`config.mk`:
```
export PLATFORM = sky130hd
export DESIGN_NAME = bson_field_locator
export DESIGN_NICKNAME = d
export VERILOG_FILES = /design/src/hdl/bfl_pkg.sv /design/src/hdl/bson_field_locator.sv
export VERILOG_INCLUDE_DIRS = /design/src /design/src/hdl
export SDC_FILE = /design/constraint.sdc
export NUM_CORES = 1
export LEC_CHECK = 0
export BUFFER_PORTS_ARGS = -buffer_cell sky130_fd_sc_hd__buf_2
export CAP_MARGIN = 20
export CORE_ASPECT_RATIO = 0.7
export CORE_MARGIN = 4
export CORE_UTILIZATION = 60
export DETAILED_ROUTE_END_ITERATION = 10
export PLACE_DENSITY = 0.8
export SYNTH_ARGS = -nofsm -noshare
export SYNTH_HDL_FRONTEND = slang
export SYNTH_SLANG_ARGS = --single-unit
```
`constraint.sdc`:
```
create_clock -name clk -period 5.85 [get_ports clk]
set_input_delay 0.8775 -clock clk [delete_from_list [all_inputs] [get_ports clk]]
set_output_delay 0.8775 -clock clk [all_outputs]
set_load 0.005 [all_outputs]
```
`src/hdl/assert_macros.svh`:
```
// Assertion macros shared by the RTL, compiled out when SYNTH is defined.
`ifndef ASSERT_MACROS_SVH
`define ASSERT_MACROS_SVH

`ifndef SYNTH
// Checked outside reset.
`define BFL_ASSERT(lbl, prop, msg) \
  lbl: assert property (@(posedge clk) disable iff (rst) prop) else $error(msg);
// Checked on every edge, reset included.
`define BFL_ASSERT_ALWAYS(lbl, prop, msg) \
  lbl: assert property (@(posedge clk) prop) else $error(msg);
`else
`define BFL_ASSERT(lbl, prop, msg)
`define BFL_ASSERT_ALWAYS(lbl, prop, msg)
`endif

`endif

```
`src/hdl/bfl_pkg.sv`:
```
// Types, constants and type decode for the BSON field locator.
package bfl_pkg;

  localparam int unsigned MAX_NAME_BYTES_DEF = 16;
  localparam int unsigned OFFSET_BITS_DEF    = 24;

  localparam int unsigned OUT_OFS_W  = 24;
  localparam int unsigned NAME_IDX_W = 5;

  // configuration register indexes
  localparam logic [1:0] REG_NAME_LOW  = 2'd0;
  localparam logic [1:0] REG_NAME_HIGH = 2'd1;
  localparam logic [1:0] REG_NAME_LEN  = 2'd2;

  // result status codes
  localparam logic [1:0] ST_FOUND     = 2'd0;
  localparam logic [1:0] ST_NOT_FOUND = 2'd1;
  localparam logic [1:0] ST_BAD_TYPE  = 2'd2;
  localparam logic [1:0] ST_TRUNCATED = 2'd3;

  // size codes: fixed size below 0x80, length prefixed with extra in low bits
  localparam logic [7:0] SZ_LEN  = 8'h80;
  localparam logic [7:0] SZ_LEN4 = 8'h84;
  localparam logic [7:0] SZ_LEN5 = 8'h85;
  localparam logic [7:0] SZ_NONE = 8'hff;

  localparam logic [7:0] TYPE_STRING  = 8'd2;
  localparam logic [7:0] TYPE_BINDATA = 8'd5;
  localparam logic [7:0] TYPE_REGEX   = 8'd11;
  localparam logic [7:0] TYPE_DBREF   = 8'd12;
  localparam logic [7:0] TYPE_CODE    = 8'd13;
  localparam logic [7:0] TYPE_SYMBOL  = 8'd14;
  localparam logic [7:0] TYPE_CWS     = 8'd15;

  typedef enum logic [3:0] {
    PH_HEADER = 4'd0,
    PH_TYPE   = 4'd1,
    PH_NAME   = 4'd2,
    PH_LENGTH = 4'd3,
    PH_SKIP   = 4'd4,
    PH_REGEX1 = 4'd5,
    PH_REGEX2 = 4'd6,
    PH_IDLE   = 4'd7
  } phase_t;

  function automatic logic [7:0] size_code(input logic [7:0] t);
    logic [7:0] z;
    case (t)
      8'd0, 8'd6, 8'd10, 8'd127, 8'd255: z = 8'd0;
      8'd1, 8'd9, 8'd17, 8'd18:          z = 8'd8;
      8'd2:                              z = SZ_LEN4;
      8'd3, 8'd4:                        z = SZ_LEN;
      8'd5:                              z = SZ_LEN5;
      8'd7:                              z = 8'd12;
      8'd8:                              z = 8'd1;
      8'd16:                             z = 8'd4;
      default:                           z = SZ_NONE;
    endcase
    return z;
  endfunction

  // value size adjustment applied to the int32 length prefix
  function automatic logic signed [5:0] length_adjust(input logic [7:0] t);
    logic signed [5:0] a;
    case (t)
      TYPE_STRING, TYPE_CODE, TYPE_SYMBOL: a = 6'sd0;
      TYPE_BINDATA:                        a = 6'sd1;
      TYPE_DBREF:                          a = 6'sd12;
      default:                             a = -6'sd4;
    endcase
    return a;
  endfunction

endpackage

```
`src/hdl/bson_field_locator.sv`:
```
// BSON field locator: streams a document byte by byte and reports one field lookup result.
//
// Usage:
//   Input channel (in_valid/in_ready) carries one document byte per item,
//   doc_byte, with doc_last on the final byte of each document.
//   Output channel (out_valid/out_ready) gives exactly one result per document:
//   status (found, not found, unknown type, truncated) and, when found, the
//   offsets of the element's type byte and first value byte plus its type.
//   Config channel (cfg_valid/cfg_ready, cfg_index, cfg_data) sets the target
//   name low/high bytes and length; cfg_ready is always high. Write it only
//   while no document is in flight.
// Timing:
//   One byte per cycle sustained. A result is registered and valid the cycle
//   after the byte that decides it. All decode sits between the walk state
//   registers and the result register; a byte is taken while a result waits
//   as long as out_ready is high, and stalls only if the result register is
//   full and not being drained.
// Reset: synchronous; target name clears to zero with length 1 and the walk
//   restarts at the document header. doc_last also restarts the walk.
`include "assert_macros.svh"

module bson_field_locator
  import bfl_pkg::*;
#(
  parameter int unsigned MAX_NAME_BYTES = MAX_NAME_BYTES_DEF,
  parameter int unsigned OFFSET_BITS    = OFFSET_BITS_DEF
) (
  input  logic                 clk,
  input  logic                 rst,
  input  logic                 in_valid,
  output logic                 in_ready,
  input  logic [7:0]           doc_byte,
  input  logic                 doc_last,
  output logic                 out_valid,
  input  logic                 out_ready,
  output logic [1:0]           status,
  output logic [OUT_OFS_W-1:0] element_offset,
  output logic [7:0]           element_type,
  output logic [OUT_OFS_W-1:0] value_offset,
  input  logic                 cfg_valid,
  output logic                 cfg_ready,
  input  logic [1:0]           cfg_index,
  input  logic [63:0]          cfg_data
);

  localparam logic [NAME_IDX_W-1:0] MAX_IDX = NAME_IDX_W'(MAX_NAME_BYTES);

  // configuration
  logic [63:0]           target_name_low;
  logic [63:0]           target_name_high;
  logic [NAME_IDX_W-1:0] target_name_length;

  // walk state
  phase_t                 phase, phase_next;
  logic [OFFSET_BITS-1:0] byte_position;
  logic [OFFSET_BITS-1:0] element_start, element_start_next;
  logic [7:0]             current_type, current_type_next;
  logic [NAME_IDX_W-1:0]  name_index, name_index_next;
  logic                   name_mismatch, name_mismatch_next;
  logic [3:0][7:0]        length_accumulator, length_accumulator_next;
  logic [31:0]            skip_remaining, skip_remaining_next;
  logic                   result_sent;

  logic                   in_fire;
  logic [OFFSET_BITS-1:0] pos_inc;
  logic [NAME_IDX_W-1:0]  len_eff;
  logic [15:0][7:0]       tgt_arr;
  logic                   name_match;
  logic [7:0]             code;
  logic                   len_type;
  logic [31:0]            len_val;
  logic signed [5:0]      len_adj;
  logic [33:0]            len_sum;
  logic [31:0]            skip_len;
  logic                   emit;
  logic [1:0]             emit_status;
  logic                   emit_found;
  logic [OFFSET_BITS+OUT_OFS_W-1:0] start_ext;
  logic [OFFSET_BITS+OUT_OFS_W-1:0] value_ext;

  assign in_fire   = in_valid && in_ready;
  assign in_ready  = !out_valid || out_ready;
  assign cfg_ready = 1'b1;
  assign pos_inc   = byte_position + OFFSET_BITS'(1);

  always_ff @(posedge clk) begin
    if (rst) begin
      target_name_low    <= '0;
      target_name_high   <= '0;
      target_name_length <= NAME_IDX_W'(1);
    end else if (cfg_valid && cfg_ready) begin
      case (cfg_index)
        REG_NAME_LOW:  target_name_low    <= cfg_data;
        REG_NAME_HIGH: target_name_high   <= cfg_data;
        REG_NAME_LEN:  target_name_length <= cfg_data[NAME_IDX_W-1:0];
        default: ;
      endcase
    end
  end

  // decode shared by next-state and datapath logic
  assign len_eff    = (target_name_length > MAX_IDX) ? MAX_IDX : target_name_length;
  assign tgt_arr    = {target_name_high, target_name_low};
  assign name_match = !name_mismatch && (name_index == len_eff);
  assign code       = size_code(current_type);
  assign len_type   = (code != SZ_NONE) ||
                      (current_type >= TYPE_DBREF && current_type <= TYPE_CWS);
  assign len_val    = {doc_byte, length_accumulator[2], length_accumulator[1],
                       length_accumulator[0]};
  assign len_adj    = length_adjust(current_type);
  assign len_sum    = {{2{len_val[31]}}, len_val} + {{28{len_adj[5]}}, len_adj};
  // negative sizes skip nothing; above 32 bits saturates
  assign skip_len   = len_sum[33] ? 32'd0 : (len_sum[32] ? 32'hffff_ffff : len_sum[31:0]);

  always_comb begin
    phase_next = phase;
    if (!result_sent) begin
      case (phase)
        PH_HEADER: if (byte_position >= OFFSET_BITS'(3)) phase_next = PH_TYPE;
        PH_TYPE:   phase_next = (doc_byte == 8'd0) ? PH_IDLE : PH_NAME;
        PH_NAME: begin
          if (doc_byte == 8'd0 && !doc_last) begin
            if (name_match) phase_next = PH_IDLE;
            else if (!code[7]) phase_next = (code == 8'd0) ? PH_TYPE : PH_SKIP;
            else if (len_type) phase_next = PH_LENGTH;
            else if (current_type == TYPE_REGEX) phase_next = PH_REGEX1;
            else phase_next = PH_IDLE;
          end
        end
        PH_LENGTH: begin
          if (name_index[1:0] == 2'd3) phase_next = (skip_len == 32'd0) ? PH_TYPE : PH_SKIP;
        end
        PH_SKIP:   if (skip_remaining <= 32'd1) phase_next = PH_TYPE;
        PH_REGEX1: if (doc_byte == 8'd0) phase_next = PH_REGEX2;
        PH_REGEX2: if (doc_byte == 8'd0) phase_next = PH_TYPE;
        default: ;
      endcase
    end
    if (doc_last) phase_next = PH_HEADER;
  end

  always_comb begin
    emit        = 1'b0;
    emit_status = ST_NOT_FOUND;
    emit_found  = 1'b0;
    if (!result_sent) begin
      if (phase == PH_TYPE && doc_byte == 8'd0) begin
        emit = 1'b1;
      end else if (phase == PH_NAME && doc_byte == 8'd0 && !doc_last) begin
        if (name_match) begin
          emit        = 1'b1;
          emit_status = ST_FOUND;
          emit_found  = 1'b1;
        end else if (code[7] && !len_type && current_type != TYPE_REGEX) begin
          emit        = 1'b1;
          emit_status = ST_BAD_TYPE;
        end
      end
      // end of document with nothing reported yet
      if (!emit && doc_last) begin
        emit        = 1'b1;
        emit_status = (phase == PH_TYPE) ? ST_NOT_FOUND : ST_TRUNCATED;
      end
    end
  end

  always_comb begin
    element_start_next      = element_start;
    current_type_next       = current_type;
    name_index_next         = name_index;
    name_mismatch_next      = name_mismatch;
    length_accumulator_next = length_accumulator;
    skip_remaining_next     = skip_remaining;
    if (!result_sent) begin
      case (phase)
        PH_TYPE: begin
          if (doc_byte != 8'd0) begin
            element_start_next = byte_position;
            current_type_next  = doc_byte;
            name_index_next    = '0;
            name_mismatch_next = 1'b0;
          end
        end
        PH_NAME: begin
          if (doc_byte != 8'd0) begin
            if (name_index >= len_eff || doc_byte != tgt_arr[name_index[3:0]]) begin
              name_mismatch_next = 1'b1;
            end
            if (name_index <= MAX_IDX) name_index_next = name_index + NAME_IDX_W'(1);
          end else if (!doc_last && !name_match) begin
            if (!code[7]) begin
              skip_remaining_next = {24'd0, code};
            end else if (len_type) begin
              length_accumulator_next = '0;
              name_index_next         = '0;
            end
          end
        end
        PH_LENGTH: begin
          length_accumulator_next[name_index[1:0]] = doc_byte;
          if (name_index[1:0] == 2'd3) begin
            name_index_next     = '0;
            skip_remaining_next = skip_len;
          end else begin
            name_index_next = name_index + NAME_IDX_W'(1);
          end
        end
        PH_SKIP: begin
          if (skip_remaining != 32'd0) skip_remaining_next = skip_remaining - 32'd1;
        end
        default: ;
      endcase
    end
  end

  always_ff @(posedge clk) begin
    if (rst) begin
      phase              <= PH_HEADER;
      byte_position      <= '0;
      element_start      <= '0;
      current_type       <= '0;
      name_index         <= '0;
      name_mismatch      <= 1'b0;
      length_accumulator <= '0;
      skip_remaining     <= '0;
      result_sent        <= 1'b0;
    end else if (in_fire) begin
      phase <= phase_next;
      if (doc_last) begin
        byte_position      <= '0;
        element_start      <= '0;
        current_type       <= '0;
        name_index         <= '0;
        name_mismatch      <= 1'b0;
        length_accumulator <= '0;
        skip_remaining     <= '0;
        result_sent        <= 1'b0;
      end else begin
        byte_position      <= pos_inc;
        element_start      <= element_start_next;
        current_type       <= current_type_next;
        name_index         <= name_index_next;
        name_mismatch      <= name_mismatch_next;
        length_accumulator <= length_accumulator_next;
        skip_remaining     <= skip_remaining_next;
        result_sent        <= result_sent || emit;
      end
    end
  end

  // offsets wrap at OFFSET_BITS, then fit to the output width
  assign start_ext = {{OUT_OFS_W{1'b0}}, element_start};
  assign value_ext = {{OUT_OFS_W{1'b0}}, pos_inc};

  always_ff @(posedge clk) begin
    if (rst) begin
      out_valid <= 1'b0;
    end else if (in_fire && emit) begin
      out_valid <= 1'b1;
    end else if (out_ready) begin
      out_valid <= 1'b0;
    end
  end

  always_ff @(posedge clk) begin
    if (in_fire && emit) begin
      status         <= emit_status;
      element_offset <= emit_found ? start_ext[OUT_OFS_W-1:0] : '0;
      element_type   <= emit_found ? current_type : 8'd0;
      value_offset   <= emit_found ? value_ext[OUT_OFS_W-1:0] : '0;
    end
  end

  `BFL_ASSERT(a_sent_idle, result_sent == (phase == PH_IDLE), "result flag and idle phase disagree")
  `BFL_ASSERT(a_last_restart, in_fire && doc_last |=> phase == PH_HEADER && byte_position == '0 && !result_sent, "walk did not restart after last byte")
  `BFL_ASSERT(a_len_idx, phase == PH_LENGTH |-> name_index < NAME_IDX_W'(4), "length byte index out of range")
  `BFL_ASSERT(a_emit_sent, in_fire && emit && !doc_last |=> result_sent && out_valid, "result emitted without marking document done")
  `BFL_ASSERT_ALWAYS(a_one_result, in_fire && emit |-> !result_sent, "second result for one document")

endmodule

```
* Yosys cells after proc, flatten, opt, wreduce, memory -nomap -nowiden *
Cells that the tools add are included.

operators by class
  multiplexer cells = 86
  reduce and logical (&&, ||, !) cells = 52
  add/subtract/negate cells = 4
  eq/ne operators = 52
  $lt $le $gt $ge = 10

operator list
  kind                                                   number
  two-way mux 32 bit                                     15
  two-way mux 24 bit                                     5
  one-hot mux 32 bit (3 select lines)                    1
  one-hot mux 32 bit (2 select lines)                    1
  one-hot mux 8 bit (8 select lines)                     1
  equality test 8 x 4 -> 1 bit (second input constant)   7
  two-way mux 5 bit                                      10
  two-way mux 8 bit                                      6
  adder 32 x 6 -> 33 bit                                 1
  != test 3 bit (second input constant)                  11
  binary-select mux 8 bit (select 4 bit)                 1
  bitwise mux 32 bit                                     1
  equality test 8 x 3 -> 1 bit (second input constant)   4
  <= comparator 32 x 1 -> 1 bit (second input constant)  1
  logical NOT 32 bit                                     1
  two-way mux 4 bit                                      8
  nonzero test 32 bit                                    1
  subtractor 32 x 1 -> 32 bit (second input constant)    1
  one-hot mux 4 bit (7 select lines)                     1
  adder 24 x 1 -> 24 bit (second input constant)         1
  equality test 8 x 5 -> 1 bit (second input constant)   3
  >= comparator 24 x 2 -> 1 bit (second input constant)  1
  logical NOT 8 bit                                      3
  two-way mux 1 bit                                      19
  51 further kinds                                       100

storage, ports and cells
  flip-flop bits (word level) = 323
  output and inout bits = 61
  word-level logic and storage cells = 224

* Longest topological paths before layout *
Gate-level depths: netlist of the first run.

  word-level depth = 19
  depth in mapped cells = 18

* Worst setup path after synthesis of the first run *
No wires, ideal clock.

  path type = reg-to-reg
  from = register current_type[2]
  to = register phase[0]
  buffers on the path = 3
  clock period less this slack = 4421 ps
  data required time = 5791 ps
  data arrival time = 4362 ps
  setup slack = 1429 ps
  stages on the path, launching flop included = 18
  library setup time = 59 ps
  cell sequence = dfxtp_1 > clkbuf_1 > buf_1 > nand3_1 > o21ai_0 > nand2_1 > ha_1 > buf_2 > nand2_1 > or4_1 > nor3_1 > a211oi_2 > a21oi_1 > a31oi_1 > xor2_1 > or4b_4 > o21ai_2 > a41o_1

on the way
  cells in the longest elaborated chain, start to end = 12

RTL lines
  element                                                                                          RTL line                                              text
  from (decl)                                                                                      bson_field_locator.sv:57                              logic [7:0] current_type, current_type_next;
  from (signal assigned)                                                                           bson_field_locator.sv:241                             current_type <= current_type_next;
  equality test 8 x 2 -> 1 bit, or another cell as far along                                       bfl_pkg.sv:48, bfl_pkg.sv:65
  OR reduction 3 bit, or another cell as far along                                                 bfl_pkg.sv:65                                         case (t)
  one-hot mux 6 bit (3 select lines) / one-hot mux 8 bit (8 select lines) (equally long branches)  bfl_pkg.sv:65, bfl_pkg.sv:48
  adder 32 x 6 -> 33 bit / != test 8 bit (equally long branches)                                   bson_field_locator.sv:111, bson_field_locator.sv:106
  two-way mux 32 bit / logical OR 1 bit (equally long branches)                                    bson_field_locator.sv:113, bson_field_locator.sv:106
  two-way mux 32 bit / two-way mux 3 bit (equally long branches)                                   bson_field_locator.sv:113, bson_field_locator.sv:125
  logical NOT 32 bit / two-way mux 3 bit (equally long branches)                                   bson_field_locator.sv:131, bson_field_locator.sv:124
  two-way mux 3 bit (on tied branches)                                                             bson_field_locator.sv:131, bson_field_locator.sv:123
  two-way mux 4 bit (on tied branches)                                                             bson_field_locator.sv:131, bson_field_locator.sv:122
  one-hot mux 4 bit (7 select lines) (*)                                                           bson_field_locator.sv:118                             case (phase)
  two-way mux 4 bit (*)                                                                            bson_field_locator.sv:117                             if (!result_sent) begin
  two-way mux 4 bit (*)                                                                            bson_field_locator.sv:139                             if (doc_last) phase_next = PH_HEADER;
  to (signal assigned)                                                                             bson_field_locator.sv:228                             phase <= phase_next;
  to (decl)                                                                                        bson_field_locator.sv:54                              phase_t phase, phase_next;

Every way passes the cells marked *; elsewhere a longest branch is shown, timed or not. The select of a mux whose other input is x is not followed.
A chain may end at the register's enable or synchronous reset.

* Worst setup path in the final report of the first run *
  from = register current_type[1]
  to = register skip_remaining[16]

on the way
  cells in the longest elaborated chain, start to end = 10

RTL lines
  element                                                                              RTL line                      text
  equality test 8 x 2 -> 1 bit / equality test 8 x 4 -> 1 bit (equally long branches)  bfl_pkg.sv:48, bfl_pkg.sv:65
  OR reduction 3 bit                                                                   bfl_pkg.sv:65
  one-hot mux 6 bit (3 select lines)                                                   bfl_pkg.sv:65
  adder 32 x 6 -> 33 bit                                                               bson_field_locator.sv:111     assign len_sum = {{2{len_val[31]}}, len_val} + {{28{len_adj[5]}}, len_adj};
  two-way mux 32 bit (2 in series)                                                     bson_field_locator.sv:113     assign skip_len = len_sum[33] ? 32'd0 : (len_sum[32] ? 32'hffff_ffff : len_sum[31:0]);
  two-way mux 32 bit                                                                   bson_field_locator.sv:201     if (name_index[1:0] == 2'd3) begin
  one-hot mux 32 bit (3 select lines)                                                  bson_field_locator.sv:175     case (phase)
  two-way mux 32 bit                                                                   bson_field_locator.sv:174     if (!result_sent) begin
  two-way mux 32 bit                                                                   bson_field_locator.sv:229     if (doc_last) begin
  to (signal assigned)                                                                 bson_field_locator.sv:245     skip_remaining <= skip_remaining_next;
  to (decl)                                                                            bson_field_locator.sv:61      logic [31:0] skip_remaining, skip_remaining_next;

Parallel ways exist; a longest one is shown, timed or not. The select of a mux whose other input is x is not followed.

==> report_table.html, run 1 <==
<table>
<tr><th>Metric</th><th>Value</th></tr>
<tr><th colspan="2">Outcome</th></tr>
<tr><td>Outcome</td><td>complete, no violations</td></tr>
<tr><th colspan="2">Finish</th></tr>
<tr><td>Fin util</td><td>0.679</td></tr>
<tr><td># fillers</td><td>2175</td></tr>
<tr><td># nets final</td><td>2126</td></tr>
<tr><td>Diodes inserted</td><td>0</td></tr>
<tr><td>Area added between synthesis and finish</td><td>10.4%</td></tr>
<tr><td>Layout cells sized above 1</td><td>0.143</td></tr>
<tr><th colspan="2">Placed design</th></tr>
<tr><td>Placed wire-length estimate after detailed placement</td><td>30700 um</td></tr>
<tr><td>Number of port buffers</td><td>139</td></tr>
<tr><td>Routability-driven placement congestion ratio</td><td>0.931</td></tr>
<tr><th colspan="2">Worst setup path</th></tr>
<tr><td>Data required, critical path</td><td>6.35 ns</td></tr>
<tr><td>Origin of the worst setup path</td><td>current_type[1]</td></tr>
<tr><td>Biggest fanout along the worst timing path</td><td>15</td></tr>
<tr><td>Reg2reg setup slack</td><td>0.62 ns</td></tr>
<tr><td>CP endpoint kind</td><td>flop</td></tr>
<tr><td>Critical path class</td><td>reg -&gt; reg</td></tr>
<tr><td>Critical R2R Launch</td><td>current_type[1]</td></tr>
<tr><td>Worst EP arrival</td><td>5.73 ns</td></tr>
<tr><td>Kind of start point of the critical path</td><td>flop</td></tr>
<tr><th colspan="2">Die</th></tr>
<tr><td>Row Count</td><td>50</td></tr>
<tr><td>Core region area</td><td>0.0270 mm^2</td></tr>
<tr><td>Die width</td><td>207 um</td></tr>
<tr><td>I/O pin cnt</td><td>141</td></tr>
<tr><td>Die footprint</td><td>0.0305 mm^2</td></tr>
<tr><td>Height of the die</td><td>147 um</td></tr>
<tr><td>Initial standard-cell utilization of the core</td><td>0.615</td></tr>
<tr><th colspan="2">STA</th></tr>
<tr><td>Setup-violating endpoint count in the final report</td><td>0</td></tr>
<tr><td>Count of endpoints failing hold in the final timing report</td><td>0</td></tr>
<tr><td>Setup TNS</td><td>0 ns</td></tr>
<tr><td>Max Freq</td><td>0.191 GHz</td></tr>
<tr><td>Slew at the pin closest to its max-slew limit</td><td>1.12 ns</td></tr>
<tr><td>Max-Slew Margin vs Limit</td><td>0.249</td></tr>
<tr><td>Post-layout min period</td><td>5.23 ns</td></tr>
<tr><td>Number of max-slew violations in the final report</td><td>0</td></tr>
<tr><td>Clk_skew</td><td>0.0122 ns</td></tr>
<tr><td>Fin crit share</td><td>0.894</td></tr>
<tr><td>Setup repair after global routing missed its margin</td><td>false</td></tr>
<tr><th colspan="2">Clock tree</th></tr>
<tr><td>Hold-fix buffer count after cts</td><td>0</td></tr>
<tr><td>Clock latency on the worst-skew pair</td><td>0.57 ns</td></tr>
<tr><td>Clock tree from TritonCTS</td><td>built</td></tr>
<tr><td>Total clock sinks</td><td>314</td></tr>
<tr><td>Post-CTS repair timing setup buffer count</td><td>0</td></tr>
<tr><td>Clock-pin slew reported for the worst setup and hold paths after clock tree synthesis</td><td>0.07 ns</td></tr>
<tr><td>Resize count post-CTS</td><td>0</td></tr>
<tr><td>Count of H-tree levels built during CTS</td><td>1</td></tr>
<tr><td>Number of buffers between clock root and the deepest sink</td><td>3</td></tr>
<tr><td>TritonCTS Buffers</td><td>30</td></tr>
<tr><td>Clock root buffer</td><td>sky130_fd_sc_hd__clkbuf_16</td></tr>
<tr><th colspan="2">Drt</th></tr>
<tr><td>Final routed wirelength across all metal layers</td><td>45600 um</td></tr>
<tr><td>Drt wl/cell</td><td>19.1 um</td></tr>
<tr><td>Iteration-0 DRC count of the detailed router</td><td>1612</td></tr>
<tr><td>DR pass1 iterations</td><td>6</td></tr>
<tr><td>Detail Route Antenna Nets</td><td>0</td></tr>
<tr><td>DRC violations left</td><td>0</td></tr>
<tr><td>Mean number of vias per cell</td><td>6.18</td></tr>
<tr><td>Total via count in the routed design</td><td>14770</td></tr>
<tr><th colspan="2">Logic synthesis</th></tr>
<tr><td>Post-synthesis sequential area ratio</td><td>0.413</td></tr>
<tr><td>Top post-synthesis cells by area</td><td>sky130_fd_sc_hd__dfxtp_1, sky130_fd_sc_hd__edfxtp_1, sky130_fd_sc_hd__a21oi_1</td></tr>
<tr><td>Largest area contributor in the netlist</td><td>sky130_fd_sc_hd__dfxtp_1</td></tr>
<tr><td>Synth unique cells</td><td>95</td></tr>
<tr><td>Gate count after technology mapping</td><td>1952</td></tr>
<tr><td>Primary FF master, synth</td><td>sky130_fd_sc_hd__dfxtp_1</td></tr>
<tr><td>Number of register bits inferred by synthesis</td><td>314</td></tr>
<tr><td>Warning count from the yosys run</td><td>0</td></tr>
<tr><td>Number of flops mapped to enable cells by yosys</td><td>58</td></tr>
<tr><td>Asr flop ratio synth</td><td>0</td></tr>
<tr><td>Net count after synthesis</td><td>2077</td></tr>
<tr><td>Syn Area/Cell</td><td>8.51 um^2</td></tr>
<tr><td>Proportion of netlist area held by the largest area contributor</td><td>0.308</td></tr>
<tr><td>Mapped Area</td><td>0.0166 mm^2</td></tr>
<tr><th colspan="2">Power and ir drop</th></tr>
<tr><td>Relative contribution of the clock network to total power</td><td>0.401</td></tr>
<tr><td>Overall power of the completed layout</td><td>4.93 mW</td></tr>
<tr><td>Combinational fraction of design power</td><td>0.134</td></tr>
<tr><td>P_sw</td><td>1.33 mW</td></tr>
<tr><td>Leakage</td><td>6.81 nW</td></tr>
<tr><td>P_int</td><td>3.61 mW</td></tr>
<tr><td>Power per unit of standard cell area</td><td>269 mW/mm^2</td></tr>
<tr><td>Sequential group share of total power</td><td>0.465</td></tr>
<tr><td>Maximum vdd drop</td><td>238 uV</td></tr>
<tr><td>Fraction of power spent switching nets</td><td>0.269</td></tr>
<tr><th colspan="2">Global routing</th></tr>
<tr><td>Total congestion overflow after global routing</td><td>0</td></tr>
<tr><td>Number of global-route vias before repair</td><td>13747</td></tr>
<tr><td>Initial antenna violation count</td><td>0</td></tr>
<tr><td>Largest net degree at the start of global routing</td><td>102</td></tr>
<tr><td>Global-route wire length before repair</td><td>72800 um</td></tr>
<tr><td>Overall Global Routing Usage</td><td>0.291</td></tr>
<tr><th colspan="2">Run</th></tr>
<tr><td>Max-capacitance violation count</td><td>0</td></tr>
<tr><th colspan="2">Worst hold path</th></tr>
<tr><td>Beginning of the worst hold path</td><td>target_name_high[55]</td></tr>
<tr><td>Kind of path behind the tightest hold check</td><td>reg -&gt; reg</td></tr>
</table>
per-stage QoR:
step                      hold slack [ns]  setup WS [ns]  std cells  area (um^2)
after floorplan                     0.427           1.43       1952        16600
after global placement              0.439           1.05       2332        17300
after detailed placement            0.443          0.786       2332        17300
after CTS                           0.454          0.736       2388        18300
after global routing                0.471          0.235       2389        18300
final                               0.454          0.620       2389        18300
routing by layer:
layer	wire, um	track usage	vias up
met5	0	0	-
met4	926	0.0608	0
met3	4470	0.0594	92
met2	19700	0.426	678
met1	20500	0.446	6983
li1	-	-	7017
layout by cell type (no fill, tap or decap), types with 9 or more instances in the layout:
cell type,instances
sky130_fd_sc_hd__inv_1,18
sky130_fd_sc_hd__a21oi_1,267
sky130_fd_sc_hd__dfxtp_1,255
sky130_fd_sc_hd__buf_2,138
sky130_fd_sc_hd__a31oi_1,11
sky130_fd_sc_hd__buf_4,18
sky130_fd_sc_hd__xnor2_1,38
sky130_fd_sc_hd__mux4_2,40
sky130_fd_sc_hd__o21ai_1,14
sky130_fd_sc_hd__a21o_1,17
sky130_fd_sc_hd__clkbuf_16,31
sky130_fd_sc_hd__o22ai_1,14
sky130_fd_sc_hd__a22oi_1,52
sky130_fd_sc_hd__xor2_1,42
sky130_fd_sc_hd__nand4_1,10
sky130_fd_sc_hd__o21ai_0,53
sky130_fd_sc_hd__nor3b_1,39
sky130_fd_sc_hd__and2_1,35
sky130_fd_sc_hd__edfxtp_1,58
sky130_fd_sc_hd__nor2_1,200
sky130_fd_sc_hd__or3_1,20
sky130_fd_sc_hd__nor3_1,42
sky130_fd_sc_hd__a22o_1,9
sky130_fd_sc_hd__nor2b_1,12
sky130_fd_sc_hd__nand2_1,332
sky130_fd_sc_hd__ha_1,45
sky130_fd_sc_hd__nand3_1,25
sky130_fd_sc_hd__and3_1,14
sky130_fd_sc_hd__nor4_1,22
layout make-up:
class                           instances  area, um^2  area share
Timing Repair Buffer                  158         865      0.0471
Tap cell                              364         455      0.0248
Clock buffer                           39         846      0.0461
Sequential cell                       314        6870       0.374
Multi-Input combinational cell       1477        9070       0.495
Clock inverter                         17         161     0.00880
Inverter                               20        75.1     0.00409
critical path, cell delays in order, from the launching register on:
cell and delay [ns]:
sky130_fd_sc_hd__dfxtp_1 0.60, sky130_fd_sc_hd__inv_1 0.22, sky130_fd_sc_hd__nor3_1 0.28, sky130_fd_sc_hd__a21oi_1 0.06, sky130_fd_sc_hd__o21ai_0 0.17, sky130_fd_sc_hd__nand2_1 0.41
sky130_fd_sc_hd__buf_4 0.37, sky130_fd_sc_hd__ha_1 0.39, sky130_fd_sc_hd__nand2_1 0.13, sky130_fd_sc_hd__o22ai_1 0.35, sky130_fd_sc_hd__nor2_1 0.11, sky130_fd_sc_hd__a211oi_2 0.34
sky130_fd_sc_hd__o21ai_1 0.16, sky130_fd_sc_hd__a31oi_2 0.47, sky130_fd_sc_hd__nor2b_1 0.66, sky130_fd_sc_hd__a22o_1 0.25, sky130_fd_sc_hd__nand2_1 0.05, sky130_fd_sc_hd__a21oi_1 0.11
power groups by stage:
stage | clock [mW] | sequential (mW) | combinational (mW)
4_1_cts | 2.00 | 2.29 | 0.646
2_1_floorplan | 0 | 2.33 | 0.467
6_report | 1.98 | 2.29 | 0.661
3_5_place_dp | 0 | 2.34 | 0.640
5_1_grt | 2.10 | 2.30 | 0.722
3_3_place_gp | 0 | 2.34 | 0.635
Yosys cell counts (10+ instances only):
cell	instances
sky130_fd_sc_hd__a21o_1	17
sky130_fd_sc_hd__a21oi_1	267
sky130_fd_sc_hd__a22oi_1	52
sky130_fd_sc_hd__a31oi_1	11
sky130_fd_sc_hd__and2_1	35
sky130_fd_sc_hd__and3_1	14
sky130_fd_sc_hd__buf_2	15
sky130_fd_sc_hd__clkbuf_1	110
sky130_fd_sc_hd__dfxtp_1	256
sky130_fd_sc_hd__edfxtp_1	58
sky130_fd_sc_hd__ha_1	45
sky130_fd_sc_hd__inv_1	19
sky130_fd_sc_hd__mux4_2	40
sky130_fd_sc_hd__nand2_1	332
sky130_fd_sc_hd__nand3_1	25
sky130_fd_sc_hd__nand4_1	10
sky130_fd_sc_hd__nor2_1	200
sky130_fd_sc_hd__nor2b_1	12
sky130_fd_sc_hd__nor3_1	42
sky130_fd_sc_hd__nor3b_1	40
sky130_fd_sc_hd__nor4_1	22
sky130_fd_sc_hd__o21ai_0	54
sky130_fd_sc_hd__o21ai_1	14
sky130_fd_sc_hd__o22ai_1	14
sky130_fd_sc_hd__or3_1	20
sky130_fd_sc_hd__xnor2_1	38
sky130_fd_sc_hd__xor2_1	42
path summary, 6_finish.rpt:
kind | to | cells past startpoint
hold / removal | target_name_high[55] | 2
setup / recovery | skip_remaining[16] | 17
setup reg to reg | skip_remaining[16] | 17
hold reg to reg | target_name_high[55] | 2
flip-flops by register name, summed over array words and instances, names as in the netlist, 24 cells and up:
| name | flops |
|---|---|
| target_name_high | 64 |
| value_offset | 24 |
| byte_position | 24 |
| element_start | 24 |
| len_val | 24 |
| element_offset | 24 |
| target_name_low | 64 |
| skip_remaining | 32 |
cell families (layout without fill, tap and decap cells):
| kind of cell | after synthesis | count (layout) | share of synthesized area |
|---|---|---|---|
| buffers and inverters | 161 | 234 | 0.0419 |
| AOI/OAI and AO/OA | 504 | 504 | 0.185 |
| other | 1 | 1 | 0.000226 |
| xor gates and xnor gates | 80 | 80 | 0.0422 |
| adders and majority gates | 45 | 45 | 0.0339 |
| muxes | 47 | 47 | 0.0584 |
| and+or+nand+nor | 800 | 800 | 0.225 |
| DFF | 314 | 314 | 0.413 |
Note: power is estimated with default switching activity, not from simulation.
==> run 2, diff against run 1 <==
BUFFER_PORTS_ARGS = -buffer_cell sky130_fd_sc_hd__clkbuf_2   (was -buffer_cell sky130_fd_sc_hd__buf_2)
==> run 2 against run 1 <==
Compared with the run above:
- cell count is 0.13% lower
- die area stayed put
- register-to-register slack better by 0.02 ns
- sequential share of layout area is 0.12 points higher
- count of clock-buffer cells in the layout is 8 higher
- largest cell class unchanged
- combinational power is 1% higher
- largest power group unchanged
- total power is 1.0% lower
- first-iteration DRC count is 7.6% higher
==> report_table.html, run 2 (same netlist as run 1, synthesis figures left out) <==
<table>
<tr><th>Metric</th><th>Value</th></tr>
<tr><th colspan="2">Outcome</th></tr>
<tr><td>Outcome</td><td>complete, no violations</td></tr>
<tr><th colspan="2">Drt</th></tr>
<tr><td>DRC violations left</td><td>0 (unchanged)</td></tr>
<tr><td>Final routed wirelength across all metal layers</td><td>47200 um (+3.5%)</td></tr>
<tr><td>Detail Route Antenna Nets</td><td>0 (unchanged)</td></tr>
<tr><td>Mean number of vias per cell</td><td>6.32 (+2.3%)</td></tr>
<tr><td>Iteration-0 DRC count of the detailed router</td><td>1734 (+7.6%)</td></tr>
<tr><td>DR pass1 iterations</td><td>6 (unchanged)</td></tr>
<tr><td>Total via count in the routed design</td><td>15085 (+2.1%)</td></tr>
<tr><td>Drt wl/cell</td><td>19.8 um (+3.7%)</td></tr>
<tr><th colspan="2">Placed design</th></tr>
<tr><td>Routability-driven placement congestion ratio</td><td>0.939 (+0.85%)</td></tr>
<tr><td>Worst slack at placement</td><td>0.812 ns (+0.0262 ns)</td></tr>
<tr><td>Placed wire-length estimate after detailed placement</td><td>32100 um (+4.5%)</td></tr>
<tr><td>Placed Instance Area</td><td>0.0173 mm^2 (unchanged)</td></tr>
<tr><td>Number of port buffers</td><td>139 (unchanged)</td></tr>
<tr><th colspan="2">STA</th></tr>
<tr><td>Slew at the pin closest to its max-slew limit</td><td>0.955 ns (-0.168 ns)</td></tr>
<tr><td>Worst hold slack</td><td>0.454 ns (+0.000837 ns)</td></tr>
<tr><td>Fin crit share</td><td>0.890 (-0.00398)</td></tr>
<tr><td>Setup repair after global routing missed its margin</td><td>false</td></tr>
<tr><td>Max-Slew Margin vs Limit</td><td>0.363 (+0.113)</td></tr>
<tr><td>Setup-violating endpoint count in the final report</td><td>0 (unchanged)</td></tr>
<tr><td>Count of endpoints failing hold in the final timing report</td><td>0 (unchanged)</td></tr>
<tr><td>Clk_skew</td><td>0.00929 ns (-0.00291 ns)</td></tr>
<tr><td>Number of max-slew violations in the final report</td><td>0 (unchanged)</td></tr>
<tr><td>Max Freq</td><td>0.192 GHz (+0.45%)</td></tr>
<tr><td>Post-layout min period</td><td>5.21 ns (-0.0233 ns)</td></tr>
<tr><td>Setup TNS</td><td>0 ns (unchanged)</td></tr>
<tr><td>Slack of the critical path</td><td>0.643 ns (+0.0233 ns)</td></tr>
<tr><th colspan="2">Die</th></tr>
<tr><td>Core region area</td><td>0.0270 mm^2 (unchanged)</td></tr>
<tr><td>Height of the die</td><td>147 um (unchanged)</td></tr>
<tr><td>Initial standard-cell utilization of the core</td><td>0.615 (unchanged)</td></tr>
<tr><td>I/O pin cnt</td><td>141 (unchanged)</td></tr>
<tr><td>Die width</td><td>207 um (unchanged)</td></tr>
<tr><td>Die footprint</td><td>0.0305 mm^2 (unchanged)</td></tr>
<tr><td>Row Count</td><td>50 (unchanged)</td></tr>
<tr><th colspan="2">Worst setup path</th></tr>
<tr><td>Bufs and invs on worst path</td><td>2 (unchanged)</td></tr>
<tr><td>Critical path class</td><td>reg -&gt; reg</td></tr>
<tr><td>Biggest fanout along the worst timing path</td><td>18 (+3)</td></tr>
<tr><td>CP Depth</td><td>17 (unchanged)</td></tr>
<tr><td>Cell-by-cell trace of the critical path</td><td>inv_1 &gt; nor3_1 &gt; a21oi_1 &gt; o21ai_0 &gt; nand2_1 &gt; buf_4 &gt; ha_1 &gt; nand2_1 &gt; o22ai_1 &gt; nor2_1 &gt; a211oi_2 &gt; o21ai_1 &gt; a31oi_2 &gt; nor2b_1 &gt; a22o_1 &gt; a22oi_1 &gt; nor2_1</td></tr>
<tr><td>Slowest library cell on the worst path</td><td>sky130_fd_sc_hd__nor2b_1</td></tr>
<tr><td>Worst r2r path cells</td><td>17 (unchanged)</td></tr>
<tr><td>CP endpoint kind</td><td>flop</td></tr>
<tr><td>Data required, critical path</td><td>6.34 ns (about the same)</td></tr>
<tr><td>Largest incremental delay on the critical path</td><td>0.71 ns (+0.05 ns)</td></tr>
<tr><td>Dominant delay contributor by cell family on the critical path</td><td>compound AO/OA/AOI/OAI gates</td></tr>
<tr><td>Worst EP arrival</td><td>5.70 ns (-0.03 ns)</td></tr>
<tr><td>Kind of start point of the critical path</td><td>flop</td></tr>
<tr><th colspan="2">Finish</th></tr>
<tr><td>Largest registers ranked by flip-flop count</td><td>target_name_high: 64 flops, target_name_low: 64 flops, skip_remaining: 32 flops</td></tr>
<tr><td>Commonest cells after routing, fill and taps aside</td><td>sky130_fd_sc_hd__nand2_1, sky130_fd_sc_hd__a21oi_1, sky130_fd_sc_hd__dfxtp_1</td></tr>
<tr><td>Fin util</td><td>0.676 (-0.00222)</td></tr>
<tr><td>Non-Filler Cell Area, Final</td><td>0.0183 mm^2 (-0.33%)</td></tr>
<tr><td># nets final</td><td>2126 (unchanged)</td></tr>
<tr><td>Diodes inserted</td><td>0 (unchanged)</td></tr>
<tr><td>Most frequent standard cell in the layout excluding fill and tap cells</td><td>sky130_fd_sc_hd__nand2_1</td></tr>
<tr><td>Layout cells sized above 1</td><td>0.140 (-0.00325)</td></tr>
<tr><td># fillers</td><td>2188 (+0.60%)</td></tr>
<tr><td>Area added between synthesis and finish</td><td>10.0%</td></tr>
<tr><th colspan="2">Clock tree</th></tr>
<tr><td>Clock latency on the worst-skew pair</td><td>0.57 ns (about the same)</td></tr>
<tr><td>Resize count post-CTS</td><td>0 (unchanged)</td></tr>
<tr><td>Clock tree from TritonCTS</td><td>built</td></tr>
<tr><td>Number of buffers between clock root and the deepest sink</td><td>3 (unchanged)</td></tr>
<tr><td>Clock root buffer</td><td>sky130_fd_sc_hd__clkbuf_16</td></tr>
<tr><td>TritonCTS Buffers</td><td>29 (-3.3%)</td></tr>
<tr><td>Post-CTS repair timing setup buffer count</td><td>0 (unchanged)</td></tr>
<tr><td>Total clock sinks</td><td>314 (unchanged)</td></tr>
<tr><td>Clock-pin slew reported for the worst setup and hold paths after clock tree synthesis</td><td>0.07 ns (about the same)</td></tr>
<tr><td>Hold-fix buffer count after cts</td><td>0 (unchanged)</td></tr>
<tr><td>Count of H-tree levels built during CTS</td><td>1 (unchanged)</td></tr>
<tr><th colspan="2">Global routing</th></tr>
<tr><td>Initial antenna violation count</td><td>1 (+1)</td></tr>
<tr><td>Global-route wire length before repair</td><td>75500 um (+3.7%)</td></tr>
<tr><td>Overall Global Routing Usage</td><td>0.302 (+0.0112)</td></tr>
<tr><td>Number of global-route vias before repair</td><td>14127 (+2.8%)</td></tr>
<tr><td>Largest net degree at the start of global routing</td><td>102 (unchanged)</td></tr>
<tr><td>Total congestion overflow after global routing</td><td>0 (unchanged)</td></tr>
<tr><th colspan="2">Power and ir drop</th></tr>
<tr><td>Leakage</td><td>6.81 nW (about the same)</td></tr>
<tr><td>Power per unit of standard cell area</td><td>267 mW/mm^2 (-0.71%)</td></tr>
<tr><td>Maximum vdd drop</td><td>211 uV (-11%)</td></tr>
<tr><th colspan="2">Worst hold path</th></tr>
<tr><td>Kind of path behind the tightest hold check</td><td>reg -&gt; reg</td></tr>
<tr><td>Worst hold path depth</td><td>2 (unchanged)</td></tr>
<tr><th colspan="2">Run</th></tr>
<tr><td>Max-capacitance violation count</td><td>0 (unchanged)</td></tr>
</table>
## run 2: cell count changes in the layout (fill, tap and decap cells not counted), moves of 4 or more
cell / previous run / this run
sky130_fd_sc_hd__buf_2: 138 / 0
sky130_fd_sc_hd__clkbuf_2: 0 / 138
sky130_fd_sc_hd__clkbuf_8: 4 / 9
sky130_fd_sc_hd__clkinv_2: 7 / 3
sky130_fd_sc_hd__clkbuf_1: 4 / 9
## run 2: worst min-delay path, cell delays in order (launching register included)
cell                      delay, ns
sky130_fd_sc_hd__dfxtp_1       0.31
sky130_fd_sc_hd__nand2_1       0.05
sky130_fd_sc_hd__a21oi_1       0.05
## run 2: area by class of cell
class	instances	area, um^2	share of cell area
Clock buffer	47	883	0.0483
Clock inverter	5	65.1	0.00356
Inverter	20	75.1	0.00411
Multi-Input combinational cell	1477	9070	0.496
Sequential cell	314	6870	0.376
Tap cell	364	455	0.0249
Timing Repair Buffer	159	863	0.0472
## run 2: per-stage QoR
step,total power [mW],instances
3_5_place_dp,2.99,2332
6_report,4.88,2386
4_1_cts,4.88,2384
5_1_grt,5.04,2386
3_3_place_gp,2.97,2332
2_1_floorplan,2.79,1952
## run 2: report_power, final
part / switching (mW) / internal, mW
combinational: 0.430 / 0.238
sequential: 0.0423 / 2.25
clock: 0.844 / 1.08
## run 2: routing by layer
| metal | vias to the layer above | wire, um | global-route usage |
|---|---|---|---|
| li1 | 7022 | - | - |
| met1 | 7202 | 20700 | 0.457 |
| met2 | 764 | 20800 | 0.457 |
| met3 | 97 | 4520 | 0.0499 |
| met4 | 0 | 1180 | 0.0654 |
| met5 | - | 0 | 0 |
## run 2: path summary, 6_finish.rpt
check	to	slack [ns]	start
min reg2reg	target_name_high[48]	0.45	target_name_high[48]
min	target_name_high[48]	0.45	target_name_high[48]
max	skip_remaining[28]	0.64	current_type[1]
max reg2reg	skip_remaining[28]	0.64	current_type[1]
